File: config.mk
export PLATFORM = sky130hd
export DESIGN_NAME = wall_follow_steering_with_uturn_flat
export DESIGN_NICKNAME = d
export VERILOG_FILES = /design/src/sv/wfsu_pkg.sv /design/src/sv/wfsu_in_if.sv /design/src/sv/wfsu_out_if.sv /design/src/sv/wfsu_dpath.sv /design/src/sv/wfsu_ctrl.sv /design/src/sv/wall_follow_steering_with_uturn.sv /design/src/flat_wrapper.sv
export SDC_FILE = /design/constraint.sdc
export NUM_CORES = 2
export LEC_CHECK = 0
export ABC_CLOCK_PERIOD_IN_PS = 35400
export BUFFER_PORTS_ARGS = -buffer_cell sky130_fd_sc_hd__buf_2
export CAP_MARGIN = 20
export CORE_MARGIN = 2
export CORE_UTILIZATION = 50
export DETAILED_ROUTE_END_ITERATION = 8
export GPL_ROUTABILITY_DRIVEN = 1
export HOLD_SLACK_MARGIN = 0.12
export PLACE_DENSITY = 0.73
export SLEW_MARGIN = 0
export SYNTH_ARGS = -nofsm -noshare
export SYNTH_HDL_FRONTEND = slang
export SYNTH_SLANG_ARGS = --single-unit
File: constraint.sdc
create_clock -name i_clk -period 35.4 [get_ports i_clk]
set_input_delay 3.54 -clock i_clk [delete_from_list [all_inputs] [get_ports i_clk]]
set_output_delay 3.54 -clock i_clk [all_outputs]
set_load 0.01 [all_outputs]
File: src/sv/wfsu_pkg.sv
// Shared types, constants and the cosine table for the wall follow steering block.
// No dependencies; imported by the controller, the datapath and the top level.
`timescale 1ns / 1ps
`default_nettype none
package wfsu_pkg;

    localparam int CFG_IDX_W  = 3;
    localparam int CFG_DATA_W = 16;

    // register indexes
    localparam logic [CFG_IDX_W-1:0] REG_DIST_GAIN   = 3'd0;
    localparam logic [CFG_IDX_W-1:0] REG_STEER_GAIN  = 3'd1;
    localparam logic [CFG_IDX_W-1:0] REG_TOP_SPEED   = 3'd2;
    localparam logic [CFG_IDX_W-1:0] REG_WALL_OFFSET = 3'd3;
    localparam logic [CFG_IDX_W-1:0] REG_STARTUP_MS  = 3'd4;
    localparam logic [CFG_IDX_W-1:0] REG_PAUSE_MS    = 3'd5;
    localparam logic [CFG_IDX_W-1:0] REG_PIVOT_ANGLE = 3'd6;
    localparam logic [CFG_IDX_W-1:0] REG_REVERSE_MS  = 3'd7;

    localparam logic signed [17:0] WALL_TARGET_MM = 18'sd400;
    localparam logic [14:0]        DIST_SAT       = 15'd32767;
    localparam logic [7:0]         SPEED_MARGIN   = 8'd10;
    localparam logic [3:0]         LOST_SAT       = 4'd15;
    localparam logic [3:0]         DIV_STEPS      = 4'd15;

    // Q14 quarter-wave cosine, step pi/64
    localparam logic [14:0] COS_TAB [0:32] = '{
        15'd16384, 15'd16364, 15'd16305, 15'd16207, 15'd16069, 15'd15893, 15'd15679,
        15'd15426, 15'd15137, 15'd14811, 15'd14449, 15'd14053, 15'd13623, 15'd13160,
        15'd12665, 15'd12140, 15'd11585, 15'd11003, 15'd10394, 15'd9760,  15'd9102,
        15'd8423,  15'd7723,  15'd7005,  15'd6270,  15'd5520,  15'd4756,  15'd3981,
        15'd3196,  15'd2404,  15'd1606,  15'd804,   15'd0
    };

    typedef enum logic [3:0] {
        OP_NONE, OP_CAP, OP_DIV_INIT, OP_DIV_STEP, OP_DIV_SAVE, OP_SEL,
        OP_MUL1, OP_MUL2, OP_MUL3, OP_ADD, OP_OUT, OP_SET_PHASE, OP_SET_YAW
    } t_dp_op;

    typedef enum logic [1:0] {
        K_FOLLOW, K_PIVOT, K_REVERSE
    } t_out_kind;

    typedef struct packed {
        t_dp_op    op;
        logic      line;
        t_out_kind kind;
    } t_dp_cmd;

    typedef struct packed {
        logic       early;
        logic       pause_done;
        logic       rev_done;
        logic       yaw_done;
        logic       div_done;
        logic [1:0] wall;
    } t_dp_stat;

    // interpolated cosine magnitude, q is the folded angle in 1/32768 of pi/2 ... pi
    function automatic logic [14:0] cos_mag(input logic [15:0] q);
        logic [5:0]  idx;
        logic [9:0]  frac;
        logic [9:0]  dlt;
        logic [19:0] pr;
        begin
            idx  = q[15:10];
            frac = q[9:0];
            if (idx >= 6'd32) begin
                return 15'd0;
            end
            dlt = 10'(COS_TAB[idx] - COS_TAB[6'(idx + 6'd1)]);
            pr  = 20'(dlt) * 20'(frac);
            return COS_TAB[idx] - 15'(pr >> 10);
        end
    endfunction

endpackage
`default_nettype wire

File: src/sv/wfsu_in_if.sv
// Input channel: one sensor tick beat with valid/ready handshake.
// No dependencies.
`timescale 1ns / 1ps
`default_nettype none
interface wfsu_in_if;
    logic               valid;
    logic               ready;
    logic [31:0]        now_ms;
    logic [1:0]         wall_seen;
    logic signed [14:0] first_rho;
    logic [11:0]        first_angle;
    logic signed [14:0] second_rho;
    logic [11:0]        second_angle;
    logic signed [15:0] yaw_now;

    modport source (output valid, now_ms, wall_seen, first_rho, first_angle,
                    second_rho, second_angle, yaw_now, input ready);
    modport sink   (input valid, now_ms, wall_seen, first_rho, first_angle,
                    second_rho, second_angle, yaw_now, output ready);
endinterface
`default_nettype wire

File: src/sv/wfsu_out_if.sv
// Output channel: one wheel command beat with valid/ready handshake.
// No dependencies.
`timescale 1ns / 1ps
`default_nettype none
interface wfsu_out_if;
    logic              valid;
    logic              ready;
    logic signed [8:0] left_speed;
    logic signed [8:0] right_speed;
    logic              turning;

    modport source (output valid, left_speed, right_speed, turning, input ready);
    modport sink   (input valid, left_speed, right_speed, turning, output ready);
endinterface
`default_nettype wire

File: src/sv/wfsu_dpath.sv
// Datapath: config registers, input capture, cosine, radix-2 divider, steering math.
// Depends on wfsu_pkg; driven by commands from wfsu_ctrl.
`timescale 1ns / 1ps
`default_nettype none
module wfsu_dpath #(
    parameter int ANGLE_BITS = 12
) (
    input  wire                             i_clk,
    input  wire                             i_rst_n,
    input  wire                             i_cfg_we,
    input  wire  [wfsu_pkg::CFG_IDX_W-1:0]  i_cfg_idx,
    input  wire  [wfsu_pkg::CFG_DATA_W-1:0] i_cfg_data,
    input  wire  [31:0]                     i_now_ms,
    input  wire  [1:0]                      i_wall_seen,
    input  wire  signed [14:0]              i_first_rho,
    input  wire  [11:0]                     i_first_angle,
    input  wire  signed [14:0]              i_second_rho,
    input  wire  [11:0]                     i_second_angle,
    input  wire  signed [15:0]              i_yaw_now,
    input  wfsu_pkg::t_dp_cmd               i_cmd,
    output wfsu_pkg::t_dp_stat              o_stat,
    output logic signed [8:0]               o_left_speed,
    output logic signed [8:0]               o_right_speed,
    output logic                            o_turning
);
    import wfsu_pkg::*;

    localparam int TW = ANGLE_BITS + 2;
    localparam logic [ANGLE_BITS:0] HALF_TURN = (ANGLE_BITS + 1)'(1) << (ANGLE_BITS - 1);
    localparam logic signed [TW-1:0] FULL_TURN = TW'(1) << ANGLE_BITS;

    // config
    logic [15:0] r_dist_gain, r_steer_gain, r_startup_ms, r_pause_ms, r_reverse_ms;
    logic [7:0]  r_top_speed;
    logic [10:0] r_wall_offset;
    logic [14:0] r_pivot_angle;

    // captured tick
    logic [31:0]               r_now;
    logic [1:0]                r_wall;
    logic signed [14:0]        r_rho0, r_rho1;
    logic [ANGLE_BITS-1:0]     r_a0, r_a1;
    logic [15:0]               r_yaw;

    // u-turn data
    logic [31:0] r_phase_ms;
    logic [15:0] r_pivot_yaw;

    // divider
    logic [14:0] r_den, r_rem, r_num, r_quo;
    logic [3:0]  r_dcnt;
    logic        r_sat, r_zero, r_rho_neg, r_rho_zero, r_cos_neg;
    logic signed [15:0] r_d0, r_d1;

    // steering
    logic signed [17:0]   r_err;
    logic signed [TW-1:0] r_theta;
    logic [35:0]          r_dabs;
    logic                 r_dneg;
    logic [33:0]          r_plo, r_phi;
    logic [51:0]          r_sum;

    always_ff @(posedge i_clk) begin
        if (!i_rst_n) begin
            r_dist_gain   <= 16'd256;
            r_steer_gain  <= 16'd4096;
            r_top_speed   <= 8'd100;
            r_wall_offset <= 11'd0;
            r_startup_ms  <= 16'd2000;
            r_pause_ms    <= 16'd500;
            r_pivot_angle <= 15'd8192;
            r_reverse_ms  <= 16'd1000;
        end else if (i_cfg_we) begin
            case (i_cfg_idx)
                REG_DIST_GAIN:   r_dist_gain   <= i_cfg_data;
                REG_STEER_GAIN:  r_steer_gain  <= i_cfg_data;
                REG_TOP_SPEED:   r_top_speed   <= i_cfg_data[7:0];
                REG_WALL_OFFSET: r_wall_offset <= i_cfg_data[10:0];
                REG_STARTUP_MS:  r_startup_ms  <= i_cfg_data;
                REG_PAUSE_MS:    r_pause_ms    <= i_cfg_data;
                REG_PIVOT_ANGLE: r_pivot_angle <= i_cfg_data[14:0];
                REG_REVERSE_MS:  r_reverse_ms  <= i_cfg_data;
                default: begin
                end
            endcase
        end
    end

    // line select for the divider
    logic signed [14:0]    w_rho;
    logic [ANGLE_BITS-1:0] w_ang;
    logic [16:0]           w_p;
    logic                  w_cneg;
    logic [15:0]           w_q;
    logic [14:0]           w_cmag;
    logic [14:0]           w_rabs;
    logic [15:0]           w_t;
    logic [15:0]           w_tsub;

    always_comb begin
        w_rho  = i_cmd.line ? r_rho1 : r_rho0;
        w_ang  = i_cmd.line ? r_a1 : r_a0;
        w_p    = 17'(w_ang) << (16 - ANGLE_BITS);
        w_cneg = w_p > 17'd32768;
        w_q    = w_cneg ? 16'(17'd65536 - w_p) : w_p[15:0];
        w_cmag = cos_mag(w_q);
        w_rabs = w_rho[14] ? 15'(-w_rho) : 15'(w_rho);
        w_t    = {r_rem, r_num[14]};
        w_tsub = w_t - {1'b0, r_den};
    end

    // heading folds and error select
    logic signed [TW-1:0] w_f0, w_f1;
    logic signed [17:0]   w_e0, w_e1, w_ae0, w_ae1, w_off;

    always_comb begin
        w_f0  = ({1'b0, r_a0} > HALF_TURN) ? TW'($signed({2'b0, r_a0})) - FULL_TURN
                                           : TW'($signed({2'b0, r_a0}));
        w_f1  = ({1'b0, r_a1} > HALF_TURN) ? TW'($signed({2'b0, r_a1})) - FULL_TURN
                                           : TW'($signed({2'b0, r_a1}));
        w_e0  = 18'(r_d0) - WALL_TARGET_MM;
        w_e1  = 18'(r_d1) - WALL_TARGET_MM;
        w_ae0 = w_e0[17] ? -w_e0 : w_e0;
        w_ae1 = w_e1[17] ? -w_e1 : w_e1;
        w_off = $signed({7'b0, r_wall_offset});
    end

    logic signed [35:0] w_dth;
    logic [14:0]        w_dmag;
    logic               w_dsgn;

    always_comb begin
        w_dth  = 36'(r_err * $signed({2'b0, r_dist_gain})) - (36'(r_theta) <<< 8);
        w_dmag = r_zero ? (r_rho_zero ? 15'd0 : DIST_SAT) : (r_sat ? DIST_SAT : r_quo);
        w_dsgn = r_zero ? r_rho_neg : (r_rho_neg ^ r_cos_neg);
    end

    // output forming
    logic [7:0]        w_lim, w_magc;
    logic [31:0]       w_mag;
    logic signed [8:0] w_sv;

    always_comb begin
        w_lim  = (r_top_speed > SPEED_MARGIN) ? r_top_speed - SPEED_MARGIN : 8'd0;
        w_mag  = r_sum[51:20];
        w_magc = (w_mag > 32'(w_lim)) ? w_lim : w_mag[7:0];
        w_sv   = $signed({1'b0, r_top_speed});
    end

    always_ff @(posedge i_clk) begin
        case (i_cmd.op)
            OP_CAP: begin
                r_now  <= i_now_ms;
                r_wall <= i_wall_seen;
                r_rho0 <= i_first_rho;
                r_rho1 <= i_second_rho;
                r_a0   <= ANGLE_BITS'(16'(i_first_angle));
                r_a1   <= ANGLE_BITS'(16'(i_second_angle));
                r_yaw  <= i_yaw_now;
            end
            OP_DIV_INIT: begin
                r_den      <= w_cmag;
                r_cos_neg  <= w_cneg;
                r_rho_neg  <= w_rho[14];
                r_rho_zero <= (w_rho == 15'sd0);
                r_zero     <= (w_cmag == 15'd0);
                r_sat      <= {1'b0, w_rabs} >= {w_cmag, 1'b0};
                r_rem      <= {1'b0, w_rabs[14:1]};
                r_num      <= {w_rabs[0], 14'b0};
                r_quo      <= 15'd0;
                r_dcnt     <= DIV_STEPS;
            end
            OP_DIV_STEP: begin
                if (w_t >= {1'b0, r_den}) begin
                    r_rem <= w_tsub[14:0];
                    r_quo <= {r_quo[13:0], 1'b1};
                end else begin
                    r_rem <= w_t[14:0];
                    r_quo <= {r_quo[13:0], 1'b0};
                end
                r_num  <= {r_num[13:0], 1'b0};
                r_dcnt <= r_dcnt - 4'd1;
            end
            OP_DIV_SAVE: begin
                if (i_cmd.line) begin
                    r_d1 <= w_dsgn ? -$signed({1'b0, w_dmag}) : $signed({1'b0, w_dmag});
                end else begin
                    r_d0 <= w_dsgn ? -$signed({1'b0, w_dmag}) : $signed({1'b0, w_dmag});
                end
            end
            OP_SEL: begin
                case (r_wall)
                    2'd1: begin
                        r_err   <= w_e0 - w_off;
                        r_theta <= w_f0;
                    end
                    2'd2: begin
                        r_err   <= w_e0 + w_off;
                        r_theta <= -w_f0;
                    end
                    2'd3: begin
                        if (w_ae0 < w_ae1) begin
                            r_err   <= w_e0 + w_off;
                            r_theta <= -w_f0;
                        end else begin
                            r_err   <= w_e1 - w_off;
                            r_theta <= w_f1;
                        end
                    end
                    default: begin
                        r_err   <= 18'sd0;
                        r_theta <= '0;
                    end
                endcase
            end
            OP_MUL1: begin
                r_dabs <= w_dth[35] ? 36'(-w_dth) : 36'(w_dth);
                r_dneg <= w_dth[35];
            end
            OP_MUL2: r_plo <= r_dabs[17:0] * r_steer_gain;
            OP_MUL3: r_phi <= r_dabs[35:18] * r_steer_gain;
            OP_ADD:  r_sum <= 52'(r_plo) + (52'(r_phi) << 18);
            OP_OUT: begin
                case (i_cmd.kind)
                    K_PIVOT: begin
                        o_left_speed  <= $signed({3'b0, r_top_speed[7:2]});
                        o_right_speed <= w_sv;
                        o_turning     <= 1'b1;
                    end
                    K_REVERSE: begin
                        o_left_speed  <= -w_sv;
                        o_right_speed <= -w_sv;
                        o_turning     <= 1'b1;
                    end
                    default: begin
                        if (r_dneg || w_magc == 8'd0) begin
                            o_left_speed  <= w_sv - $signed({1'b0, w_magc});
                            o_right_speed <= w_sv;
                        end else begin
                            o_left_speed  <= w_sv;
                            o_right_speed <= w_sv - $signed({1'b0, w_magc});
                        end
                        o_turning <= 1'b0;
                    end
                endcase
            end
            default: begin
            end
        endcase
    end

    // u-turn reference points, state that reset clears
    always_ff @(posedge i_clk) begin
        if (!i_rst_n) begin
            r_phase_ms  <= 32'd0;
            r_pivot_yaw <= 16'd0;
        end else if (i_cmd.op == OP_SET_PHASE) begin
            r_phase_ms <= r_now;
        end else if (i_cmd.op == OP_SET_YAW) begin
            r_pivot_yaw <= r_yaw;
        end
    end

    logic [31:0] w_elapsed;
    logic [15:0] w_dyaw;

    always_comb begin
        w_elapsed         = r_now - r_phase_ms;
        w_dyaw            = r_yaw - r_pivot_yaw;
        o_stat.early      = r_now < 32'(r_startup_ms);
        o_stat.pause_done = w_elapsed > 32'(r_pause_ms);
        o_stat.rev_done   = w_elapsed > 32'(r_reverse_ms);
        o_stat.yaw_done   = $signed(w_dyaw) > $signed({1'b0, r_pivot_angle});
        o_stat.div_done   = (r_dcnt == 4'd0);
        o_stat.wall       = r_wall;
    end

endmodule
`default_nettype wire

File: src/sv/wfsu_ctrl.sv
// Controller: sequences one tick through follow steering or a U-turn step.
// Depends on wfsu_pkg; commands wfsu_dpath and owns the channel handshakes.
`timescale 1ns / 1ps
`default_nettype none
module wfsu_ctrl #(
    parameter int LOST_LIMIT = 10
) (
    input  wire                 i_clk,
    input  wire                 i_rst_n,
    input  wire                 i_in_valid,
    output logic                o_in_ready,
    output logic                o_out_valid,
    input  wire                 i_out_ready,
    input  wfsu_pkg::t_dp_stat  i_stat,
    output wfsu_pkg::t_dp_cmd   o_cmd
);
    import wfsu_pkg::*;

    typedef enum logic [3:0] {
        S_IDLE, S_DECIDE, S_DINIT, S_DRUN, S_SEL, S_MUL1, S_MUL2, S_MUL3, S_ADD, S_EMIT
    } t_state;

    t_state    r_state;
    logic      r_active;
    logic [1:0] r_step;
    logic [3:0] r_lost;
    logic      r_line;
    t_out_kind r_kind;

    logic [3:0] w_lost_inc;
    logic       w_emit;

    always_comb begin
        w_lost_inc = (r_lost < LOST_SAT) ? r_lost + 4'd1 : r_lost;
        w_emit     = (r_state == S_EMIT) && (!o_out_valid || i_out_ready);
        o_in_ready = (r_state == S_IDLE);
        o_cmd.op   = OP_NONE;
        o_cmd.line = r_line;
        o_cmd.kind = r_kind;
        case (r_state)
            S_IDLE:   if (i_in_valid) o_cmd.op = OP_CAP;
            S_DECIDE: begin
                if (r_active) begin
                    case (r_step)
                        2'd0: if (i_stat.pause_done) o_cmd.op = OP_SET_YAW;
                        2'd2: if (i_stat.rev_done) o_cmd.op = OP_SET_YAW;
                        default: if (i_stat.yaw_done) o_cmd.op = OP_SET_PHASE;
                    endcase
                end else if (!i_stat.early && i_stat.wall == 2'd0 &&
                             w_lost_inc > 4'(LOST_LIMIT)) begin
                    o_cmd.op = OP_SET_PHASE;
                end
            end
            S_DINIT: o_cmd.op = OP_DIV_INIT;
            S_DRUN:  o_cmd.op = i_stat.div_done ? OP_DIV_SAVE : OP_DIV_STEP;
            S_SEL:   o_cmd.op = OP_SEL;
            S_MUL1:  o_cmd.op = OP_MUL1;
            S_MUL2:  o_cmd.op = OP_MUL2;
            S_MUL3:  o_cmd.op = OP_MUL3;
            S_ADD:   o_cmd.op = OP_ADD;
            S_EMIT:  if (w_emit) o_cmd.op = OP_OUT;
            default: o_cmd.op = OP_NONE;
        endcase
    end

    always_ff @(posedge i_clk) begin
        if (!i_rst_n) begin
            r_state     <= S_IDLE;
            r_active    <= 1'b0;
            r_step      <= 2'd0;
            r_lost      <= 4'd0;
            r_line      <= 1'b0;
            r_kind      <= K_FOLLOW;
            o_out_valid <= 1'b0;
        end else begin
            if (w_emit) begin
                o_out_valid <= 1'b1;
            end else if (i_out_ready) begin
                o_out_valid <= 1'b0;
            end
            case (r_state)
                S_IDLE: if (i_in_valid) r_state <= S_DECIDE;
                S_DECIDE: begin
                    if (r_active) begin
                        case (r_step)
                            2'd0: begin
                                if (i_stat.pause_done) r_step <= 2'd1;
                                r_state <= S_IDLE;
                            end
                            2'd1: begin
                                if (i_stat.yaw_done) r_step <= 2'd2;
                                r_kind  <= K_PIVOT;
                                r_state <= S_EMIT;
                            end
                            2'd2: begin
                                if (i_stat.rev_done) r_step <= 2'd3;
                                r_kind  <= K_REVERSE;
                                r_state <= S_EMIT;
                            end
                            default: begin
                                if (i_stat.yaw_done) r_active <= 1'b0;
                                r_kind  <= K_PIVOT;
                                r_state <= S_EMIT;
                            end
                        endcase
                    end else if (i_stat.early) begin
                        r_state <= S_IDLE;
                    end else begin
                        r_kind <= K_FOLLOW;
                        r_line <= 1'b0;
                        if (i_stat.wall == 2'd0) begin
                            r_lost <= w_lost_inc;
                            if (w_lost_inc > 4'(LOST_LIMIT)) begin
                                r_active <= 1'b1;
                                r_step   <= 2'd0;
                            end
                            r_state <= S_SEL;
                        end else begin
                            r_lost  <= 4'd0;
                            r_state <= S_DINIT;
                        end
                    end
                end
                S_DINIT: r_state <= S_DRUN;
                S_DRUN: begin
                    if (i_stat.div_done) begin
                        if (!r_line && i_stat.wall == 2'd3) begin
                            r_line  <= 1'b1;
                            r_state <= S_DINIT;
                        end else begin
                            r_state <= S_SEL;
                        end
                    end
                end
                S_SEL:  r_state <= S_MUL1;
                S_MUL1: r_state <= S_MUL2;
                S_MUL2: r_state <= S_MUL3;
                S_MUL3: r_state <= S_ADD;
                S_ADD:  r_state <= S_EMIT;
                S_EMIT: if (w_emit) r_state <= S_IDLE;
                default: r_state <= S_IDLE;
            endcase
        end
    end

endmodule
`default_nettype wire

File: src/sv/wall_follow_steering_with_uturn.sv
// Top level of the wall follow steering block with U-turn sequencer.
// Depends on wfsu_pkg, wfsu_in_if, wfsu_out_if, wfsu_ctrl and wfsu_dpath.
//
//  Channel   Dir  Handshake          Beat
//  i_in      in   valid/ready        one sensor tick (time, walls, two lines, yaw)
//  o_out     out  valid/ready        wheel speeds and turning flag
//  i_cfg_*   in   write enable only  one register write, index + data
//
// One tick at a time. A follow tick runs one rho/cos quotient per wall seen
// through the radix-2 divider, then select, the distance gain product, two
// multiply stages split in halves, an add and the output load. A follow tick
// with no wall skips the divider. Pivot and reverse ticks go straight to the
// output load; pause and startup ticks give no beat. Reset (synchronous, low)
// restores register defaults and clears the U-turn state. A result waits in
// the output register; the next tick is taken then, but stalls in the emit
// step if the previous beat has still not been taken.
`timescale 1ns / 1ps
`default_nettype none
module wall_follow_steering_with_uturn #(
    parameter int ANGLE_BITS = 12,
    parameter int LOST_LIMIT = 10
) (
    input  wire                             i_clk,
    input  wire                             i_rst_n,
    wfsu_in_if.sink                         i_in,
    wfsu_out_if.source                      o_out,
    input  wire                             i_cfg_we,
    input  wire  [wfsu_pkg::CFG_IDX_W-1:0]  i_cfg_idx,
    input  wire  [wfsu_pkg::CFG_DATA_W-1:0] i_cfg_data
);
    import wfsu_pkg::*;

    t_dp_cmd  w_cmd;
    t_dp_stat w_stat;

    // controller: handshakes, lost counter, U-turn step
    wfsu_ctrl #(
        .LOST_LIMIT (LOST_LIMIT)
    ) u_ctrl (
        .i_clk       (i_clk),
        .i_rst_n     (i_rst_n),
        .i_in_valid  (i_in.valid),
        .o_in_ready  (i_in.ready),
        .o_out_valid (o_out.valid),
        .i_out_ready (o_out.ready),
        .i_stat      (w_stat),
        .o_cmd       (w_cmd)
    );

    // datapath: config, divider, steering arithmetic, output payload
    wfsu_dpath #(
        .ANGLE_BITS (ANGLE_BITS)
    ) u_dpath (
        .i_clk          (i_clk),
        .i_rst_n        (i_rst_n),
        .i_cfg_we       (i_cfg_we),
        .i_cfg_idx      (i_cfg_idx),
        .i_cfg_data     (i_cfg_data),
        .i_now_ms       (i_in.now_ms),
        .i_wall_seen    (i_in.wall_seen),
        .i_first_rho    (i_in.first_rho),
        .i_first_angle  (i_in.first_angle),
        .i_second_rho   (i_in.second_rho),
        .i_second_angle (i_in.second_angle),
        .i_yaw_now      (i_in.yaw_now),
        .i_cmd          (w_cmd),
        .o_stat         (w_stat),
        .o_left_speed   (o_out.left_speed),
        .o_right_speed  (o_out.right_speed),
        .o_turning      (o_out.turning)
    );

    // one tick at a time: busy right after a beat is taken
    a_busy_after_take: assert property (@(posedge i_clk) disable iff (!i_rst_n)
        (i_in.valid && i_in.ready) |=> !i_in.ready)
        else $error("input ready right after a taken beat");

    // pivot or reverse never drives the left wheel faster than the right
    a_turn_speeds: assert property (@(posedge i_clk) disable iff (!i_rst_n)
        (o_out.valid && o_out.turning) |-> (o_out.left_speed <= o_out.right_speed))
        else $error("U-turn beat with left faster than right");

    // follow mode only ever slows a wheel, never reverses it
    a_follow_fwd: assert property (@(posedge i_clk) disable iff (!i_rst_n)
        (o_out.valid && !o_out.turning) |->
            (!o_out.left_speed[8] && !o_out.right_speed[8]))
        else $error("follow beat with a reversed wheel");

    // divider is never stepped past its last iteration
    a_div_steps: assert property (@(posedge i_clk) disable iff (!i_rst_n)
        (w_cmd.op == OP_DIV_STEP) |-> !w_stat.div_done)
        else $error("divider stepped after completion");

endmodule
`default_nettype wire

File: src/flat_wrapper.sv
// flat-port wrapper written by rule: the top's interface ports become plain ports
module wall_follow_steering_with_uturn_flat import wfsu_pkg::*;
#(
    parameter int ANGLE_BITS = 12,
    parameter int LOST_LIMIT = 10
)
  (i_clk, i_rst_n, i_cfg_we, i_cfg_idx, i_cfg_data, i_in_valid, i_in_now_ms, i_in_wall_seen, i_in_first_rho, i_in_first_angle, i_in_second_rho, i_in_second_angle, i_in_yaw_now, i_in_ready, o_out_valid, o_out_left_speed, o_out_right_speed, o_out_turning, o_out_ready);
  wfsu_in_if i_in_i ();
  wfsu_out_if o_out_i ();
  input  wire i_clk;
  input  wire i_rst_n;
  input  wire i_cfg_we;
  input  wire  [wfsu_pkg::CFG_IDX_W-1:0] i_cfg_idx;
  input  wire  [wfsu_pkg::CFG_DATA_W-1:0] i_cfg_data;
  input wire logic [$bits(i_in_i.valid)-1:0] i_in_valid;
  input wire logic [$bits(i_in_i.now_ms)-1:0] i_in_now_ms;
  input wire logic [$bits(i_in_i.wall_seen)-1:0] i_in_wall_seen;
  input wire logic [$bits(i_in_i.first_rho)-1:0] i_in_first_rho;
  input wire logic [$bits(i_in_i.first_angle)-1:0] i_in_first_angle;
  input wire logic [$bits(i_in_i.second_rho)-1:0] i_in_second_rho;
  input wire logic [$bits(i_in_i.second_angle)-1:0] i_in_second_angle;
  input wire logic [$bits(i_in_i.yaw_now)-1:0] i_in_yaw_now;
  output wire logic [$bits(i_in_i.ready)-1:0] i_in_ready;
  output wire logic [$bits(o_out_i.valid)-1:0] o_out_valid;
  output wire logic [$bits(o_out_i.left_speed)-1:0] o_out_left_speed;
  output wire logic [$bits(o_out_i.right_speed)-1:0] o_out_right_speed;
  output wire logic [$bits(o_out_i.turning)-1:0] o_out_turning;
  input wire logic [$bits(o_out_i.ready)-1:0] o_out_ready;
  assign i_in_i.valid = i_in_valid;
  assign i_in_i.now_ms = i_in_now_ms;
  assign i_in_i.wall_seen = i_in_wall_seen;
  assign i_in_i.first_rho = i_in_first_rho;
  assign i_in_i.first_angle = i_in_first_angle;
  assign i_in_i.second_rho = i_in_second_rho;
  assign i_in_i.second_angle = i_in_second_angle;
  assign i_in_i.yaw_now = i_in_yaw_now;
  assign i_in_ready = i_in_i.ready;
  assign o_out_valid = o_out_i.valid;
  assign o_out_left_speed = o_out_i.left_speed;
  assign o_out_right_speed = o_out_i.right_speed;
  assign o_out_turning = o_out_i.turning;
  assign o_out_i.ready = o_out_ready;
  wall_follow_steering_with_uturn #(.ANGLE_BITS(ANGLE_BITS), .LOST_LIMIT(LOST_LIMIT)) u_core (.i_clk(i_clk), .i_rst_n(i_rst_n), .i_in(i_in_i), .o_out(o_out_i), .i_cfg_we(i_cfg_we), .i_cfg_idx(i_cfg_idx), .i_cfg_data(i_cfg_data));
endmodule
* Word-level counts from Yosys, hierarchy flattened *
Memories as Yosys holds them, arrays and structs flattened.
Cells that the tools add are included.
W data, S select, Z words.

storage, ports and cells
  register bits after elaboration = 590
  memory bits (read-only) = 1920
  output and inout port bits = 21
  logic and storage cells = 274
  memories = 2

memory list
  memory           depth  bits a word  read ports  clocked after Yosys merged registers in  wr ports  line            source
  (no name shown)  64     15           1           0                                        0         wfsu_pkg.sv:73  return COS_TAB[idx] - 15'(pr >> 10);
  (no name shown)  64     15           1           0                                        0         wfsu_pkg.sv:71  dlt = 10'(COS_TAB[idx] - COS_TAB[6'(idx + 6'd1)]);

cells by class
  $add $sub $neg = 27
  multiply operators = 4
  order comparisons = 17
  eq/ne operators = 47
  multiplexer cells = 83
  bitwise logic cells = 7
  reduce and logical (&&, ||, !) cells = 40

operator list
  kind                      number
  $mux W15                  10
  $pmux W15 S2              3
  $pmux W4 S10              2
  $mul A18 B16 Y34          2
  $gt A32 B16 Y1            2
  $mux W18                  3
  $pmux W18 S3              1
  $add A34 B52 Y52          1
  $mux W4                   13
  $mux W14                  3
  $pmux W14 S3              1
  $neg A17 Y18              2
  $neg A36 Y36              1
  $pmux W9 S2               2
  $sub A17 B12 Y18          2
  $sub A35 B22 Y36          1
  $mul A18 B17 Y35          1
  $mux W35                  1
  $sub A16 B10 Y17 const B  2
  $eq A4 B3 Y1 const B      8
  $gt A32 B8 Y1             1
  $lt A32 B16 Y1            1
  $mux W16                  2
  $sub A32 B32 Y32          1
  69 further kinds          159

* Longest topological paths before layout *
  depth after elaboration = 13
  gate-level depth with buffers = 60

* Modules after synthesis *
Synthesis repeated with hierarchy kept, for this count alone.

unflattened totals
  cells, all modules = 7288
  area, all modules = 65989.5 um^2

modules (own cells, without submodules)
  module      instances  cells an instance  area each (um^2)
  wfsu_dpath  1          7137               64817.2
  wfsu_ctrl   1          151                1172.4

* Worst setup path before layout *
No wires, ideal clock.

  path kind = reg-to-reg
  start point = reg u_core.u_ctrl.r_line
  end point = reg u_core.u_dpath.r_sat, data pin
  library setup time = 0.261 ns
  arrival = 11.773 ns
  slack = 23.366 ns
  stages on the path, launching flop included = 59
  buffers on the path = 5
  period minus slack after synthesis = 12.034 ns
  cell sequence = dfxtp_1 buf_4 buf_1 mux2i_1 ha_1 o211ai_2 o31ai_4 o21ai_0 nand2_2 clkinv_1 clkbuf_1 ha_1 ha_1 clkbuf_1 buf_1 a31oi_1 a21boi_0 nand3_1 [23 not listed] o21bai_1 a21oi_1 o21bai_1 a21oi_1 xnor2_1 ha_1 and2_1 a31oi_1 o211ai_1 or2b_1 xnor2_1 nor2_1 inv_1 ha_1 o21ai_0 a21oi_1 o31ai_1 a21oi_1

between the ends
  longest elaborated chain between the ends = 13

ends and longest elaborated chain
  what                                               line                                  source
  start: declaration                                 wfsu_ctrl.sv:27                       logic r_line;
  start signal: assignment                           wfsu_ctrl.sv:72                       r_line <= 1'b0;
  start signal: assignment                           wfsu_ctrl.sv:110                      r_line <= 1'b0;
  start signal: assignment                           wfsu_ctrl.sv:128                      r_line <= 1'b1;
  $mux W12 *                                         wfsu_dpath.sv:102                     w_ang = i_cmd.line ? r_a1 : r_a0;
  $sub A1 B16 Y16 or $gt A16 B16 Y1 (tied branches)  wfsu_dpath.sv:105, wfsu_dpath.sv:104
  $mux W16 *                                         wfsu_dpath.sv:105                     w_q = w_cneg ? 16'(17'd65536 - w_p) : w_p[15:0];
  $add A6 B1 Y6                                      wfsu_pkg.sv:71
  $not A6 Y7 (not written as such)                   wfsu_pkg.sv:71
  $mem_v2 Z64 W15                                    --
  $mux W10 (not written as such) (2 in a row)        wfsu_pkg.sv:71
  $sub A10 B10 Y10                                   wfsu_pkg.sv:71
  $mul A10 B10 Y20                                   wfsu_pkg.sv:72                        pr = 20'(dlt) * 20'(frac);
  $sub A15 B10 Y15                                   wfsu_pkg.sv:73
  $mux W15 *                                         wfsu_pkg.sv:71
  net u_core.u_dpath.w_cmag[11]                      wfsu_dpath.sv:95                      logic [14:0] w_cmag;
  $ge A15 B16 Y1 *                                   wfsu_dpath.sv:167                     r_sat <= {1'b0, w_rabs} >= {w_cmag, 1'b0};
  end signal: assignment                             wfsu_dpath.sv:167
  end: declaration                                   wfsu_dpath.sv:52                      logic r_sat, r_zero, r_rho_neg, r_rho_zero, r_cos_neg;

Mark *: on every way through the listed nets, which the timed path passes. The rest lies on a longest branch. The select of a mux whose other input is x is not followed.
A chain may end at the register's enable or synchronous reset.

* Worst setup path in the final report *
  start point = reg u_core.u_dpath.r_a0[0]
  end point = reg u_core.u_dpath.r_sat, data pin

between the ends
  longest elaborated chain between the ends = 13

ends and longest elaborated chain
  what                                               line                                  source
  start: declaration                                 wfsu_dpath.sv:42                      logic [ANGLE_BITS-1:0] r_a0, r_a1;
  start signal: assignment                           wfsu_dpath.sv:157                     r_a0 <= ANGLE_BITS'(16'(i_first_angle));
  $mux W12 *                                         wfsu_dpath.sv:102
  $sub A1 B16 Y16 or $gt A16 B16 Y1 (tied branches)  wfsu_dpath.sv:105, wfsu_dpath.sv:104
  $mux W16 *                                         wfsu_dpath.sv:105
  $add A6 B1 Y6                                      wfsu_pkg.sv:71
  $not A6 Y7 (not written as such)                   wfsu_pkg.sv:71
  $mem_v2 Z64 W15                                    --
  $mux W10 (not written as such) (2 in a row)        wfsu_pkg.sv:71
  $sub A10 B10 Y10                                   wfsu_pkg.sv:71
  $mul A10 B10 Y20                                   wfsu_pkg.sv:72
  $sub A15 B10 Y15                                   wfsu_pkg.sv:73
  $mux W15 *                                         wfsu_pkg.sv:71
  net u_core.u_dpath.w_cmag[11]                      wfsu_dpath.sv:95
  $ge A15 B16 Y1 *                                   wfsu_dpath.sv:167

Marked as above.

==> impl_metrics.yaml <==
critical_path:
  startpoint_type: "flop"
  critPathLaunch: "u_core.u_dpath.r_a0[0]"
  cp_common_cell: "ha_1"
  path_class: "flop to flop"
  slowest_stage: "ha_1"
  regToRegStartpoint: "u_core.u_dpath.r_a0[0]"
  critical_path_required_ns: 35.81
  worstPathArrival_ns: 14.59
  cpPeakStageDelay_ns: 0.89
  cp_max_fo: 28
  endpoint_kind: "flop"
synth:
  yosysMostFrequentCell: "inv_1"
  ys_async_sr_fraction_pct: 0
  ys.warnings.count: 0
  synth_area_per_cell_um2: 9.023
  synthCells: 7284
  synth_edf_count: 361
  ys_types: 97
  synth_seq_area_share_pct: 21.89
  synth_flop_cell: "edfxtp_1"
  ys_top_cells_by_area: "fa_1, edfxtp_1, ha_1, inv_1, nand2_1"
  synth-seq-cells: 538
  syn_area_mm2: 0.06572
  synth.top_cells.by_count: "inv_1, nand2_1, fa_1"
  synth_top_cell_area_share_pct: 24.58
  yosysTopAreaCell: "fa_1"
floorplan:
  chipWidth_um: 366.6
  initial_core_util_pct: 50.18
  ioPinCount: 149
  core_mm2: 0.1310
  die-height_um: 366.6
  dieArea_mm2: 0.1344
  rows: 133
timing:
  fin_crit_sh_pct: 40.06
  timing_hold_violations_final: 0
  relSlewSlack_pct: 25.05
  period_minus_slack_ns: 14.18
  grt_setup_unrepaired: "no"
  fin_skew_ns: 0.02297
  max_freq_ghz: 0.07051
  finalMaxSlewViolations: 0
  setup_tns_ns: 0
  worstMarginPinSlew_ns: 1.116
  setup_viol: 0
power_and_ir_drop:
  power.total_mw: 7.447
  p_per_area_mw_per_mm2: 106.5
  p_leak_nw: 30.78
  ir_worst_vdd_mv: 1.140
route:
  drc: 0
  via_count: 50790
  drtAntennaViolNets: 0
  via_per_inst: 5.612
  drt_iter0_drc: 3590
  wl_per_cell_um: 18.01
  wirelength_um: 163000
  first_pass_iters: 8
place:
  dp_cells: 8933
  placed_cell_area_mm2: 0.06794
  gp_congestion: 0.9146
  port_buffers: 148
  post-dp-hpwl_um: 127400
grt:
  antenna_found_initial: 7
  grt_pass1_vias: 52640
  grt_max_degree: 122
  grt_use_total_pct: 24.40
  grt.overflow.total: 0
  grt_pass1_wl_um: 269200
clock_tree:
  htree_levels: 2
  cts_tree: "done"
  numCtsBuffers: 60
  cts_resized: 0
  root_buffer: "clkbuf_16"
  cts.clk_slew.worst_paths_ns: 0.06
  clock_sinks: 538
  cts_hold_buf: 0
  clockBufferDepth: 3
  postCtsSetupBuffers: 0
  clock_latency_ns: 0.66
cells_and_area:
  stdcell_count: 9050
  design_area_mm2: 0.06995
  drive_above_1_share_pct: 5.169
  utilization_pct: 53.41
  syn2layout_area_growth_pct: 6.429
  final_net_count: 8785
min_path:
  hp-start: "u_core.u_dpath.r_pivot_yaw[3]"
  hold_path.class: "flop to flop"
run:
  maxCapViolCount: 0
status:
  status: "finished, final reports clean"
-- path summary, 6_finish.rpt --
kind | slack (ns) | cells past startpoint | end
hold reg to reg | 0.45 | 2 | u_core.u_dpath.r_pivot_yaw[3]
setup / recovery | 21.22 | 52 | u_core.u_dpath.r_sat
setup reg to reg | 21.22 | 52 | u_core.u_dpath.r_sat
hold / removal | 0.45 | 2 | u_core.u_dpath.r_pivot_yaw[3]
-- metal layers --
layer / wire length [um] / global-route usage (%) / vias up
li1: - / - / 23660
met1: 67440 / 31.42 / 25090
met2: 79390 / 42.26 / 1680
met3: 10180 / 2.913 / 354
met4: 5968 / 8.753 / 4
met5: 27 / 0 / -
-- cell families (layout without fill, tap and decap cells) --
| logic type | count (synthesis) | count (layout) | share of synthesized area, % |
|---|---|---|---|
| buffers and inverters | 1451 | 1458 | 8.380 |
| AO/OA/AOI/OAI | 1117 | 1117 | 11.30 |
| XOR/XNOR | 339 | 339 | 4.518 |
| AND/OR/NAND/NOR | 2345 | 2345 | 16.57 |
| flip-flops | 538 | 538 | 21.89 |
| multiplexers | 78 | 78 | 1.201 |
| other | 2 | 6 | 0.01143 |
| adder cells (fa/ha/maj) | 1414 | 1414 | 36.13 |
-- state kept, by name (all words and copies together), names as in the netlist, 18 cells and up --
signal                     cells
u_core.u_dpath.r_dabs         36
u_core.u_dpath.r_phase_ms     32
u_core.u_dpath.r_err          18
u_core.u_dpath.r_sum          32
u_core.u_dpath.r_phi          34
u_core.u_dpath.r_now          32
-- power breakdown --
group          total, mW  leakage [nW]  switching (mW)  internal, mW
sequential         0.961          4.74          0.0325         0.929
combinational       5.86          25.1            3.40          2.45
clock              0.629         0.931           0.270         0.359
total               7.45          30.8            3.71          3.74
-- layout make-up --
cell class              count  area [um^2]
fillers                 11760        61010
multi-input cells        5297        45910
flip-flops and latches    538        14390
inverters                1138         4272
well taps                1755         2196
clock buffers              77         1575
repair buffers            209         1230
clock inverters            34        372.9
diodes                      2        5.005
-- critical path: cells and delay by family (launching register included) --
family,cells,cell delay (ns)
multiplexers,1,0.76
AND/OR/NAND/NOR,8,1.65
AO/OA/AOI/OAI,24,4.19
flip-flops,1,0.44
buffers and inverters,4,0.74
XOR/XNOR,3,0.76
adder cells (fa/ha/maj),12,5.35
-- through the flow --
step / setup slack [ns] / hold slack [ns]
6_report: 21.22 / 0.4542
5_1_grt: 20.22 / 0.4660
4_1_cts: 21.41 / 0.4580
3_5_place_dp: 21.43 / 0.4480
3_3_place_gp: 21.49 / 0.4422
2_1_floorplan: 23.37 / 0.4347
-- placed cells by master, fill, tap and decap left out, types with 14 or more instances in the layout --
| cell type | count |
|---|---|
| nor2b_1 | 50 |
| fa_1 | 807 |
| nand3_1 | 109 |
| o21bai_1 | 26 |
| o22ai_1 | 22 |
| dfxtp_1 | 176 |
| a21o_1 | 106 |
| buf_4 | 58 |
| clkbuf_1 | 16 |
| xnor2_1 | 235 |
| o31ai_1 | 20 |
| clkbuf_16 | 60 |
| o211ai_1 | 44 |
| and2_1 | 333 |
| mux2i_1 | 71 |
| a21boi_0 | 107 |
| a21oi_1 | 241 |
| buf_2 | 147 |
| and3_1 | 31 |
| or4_1 | 14 |
| o21ai_0 | 239 |
| a221oi_1 | 15 |
| nor4_1 | 31 |
| or2_2 | 27 |
| inv_1 | 1134 |
| or3_1 | 32 |
| nor2_1 | 343 |
| ha_1 | 606 |
| nor3_1 | 99 |
| nand2_1 | 1110 |
| a31oi_1 | 44 |
| nand2b_1 | 58 |
| xor2_1 | 103 |
| edfxtp_1 | 361 |
| o21a_1 | 45 |
| nand4_1 | 45 |
| a211oi_1 | 34 |
No activity file was read; power rests on OpenSTA's default activity.
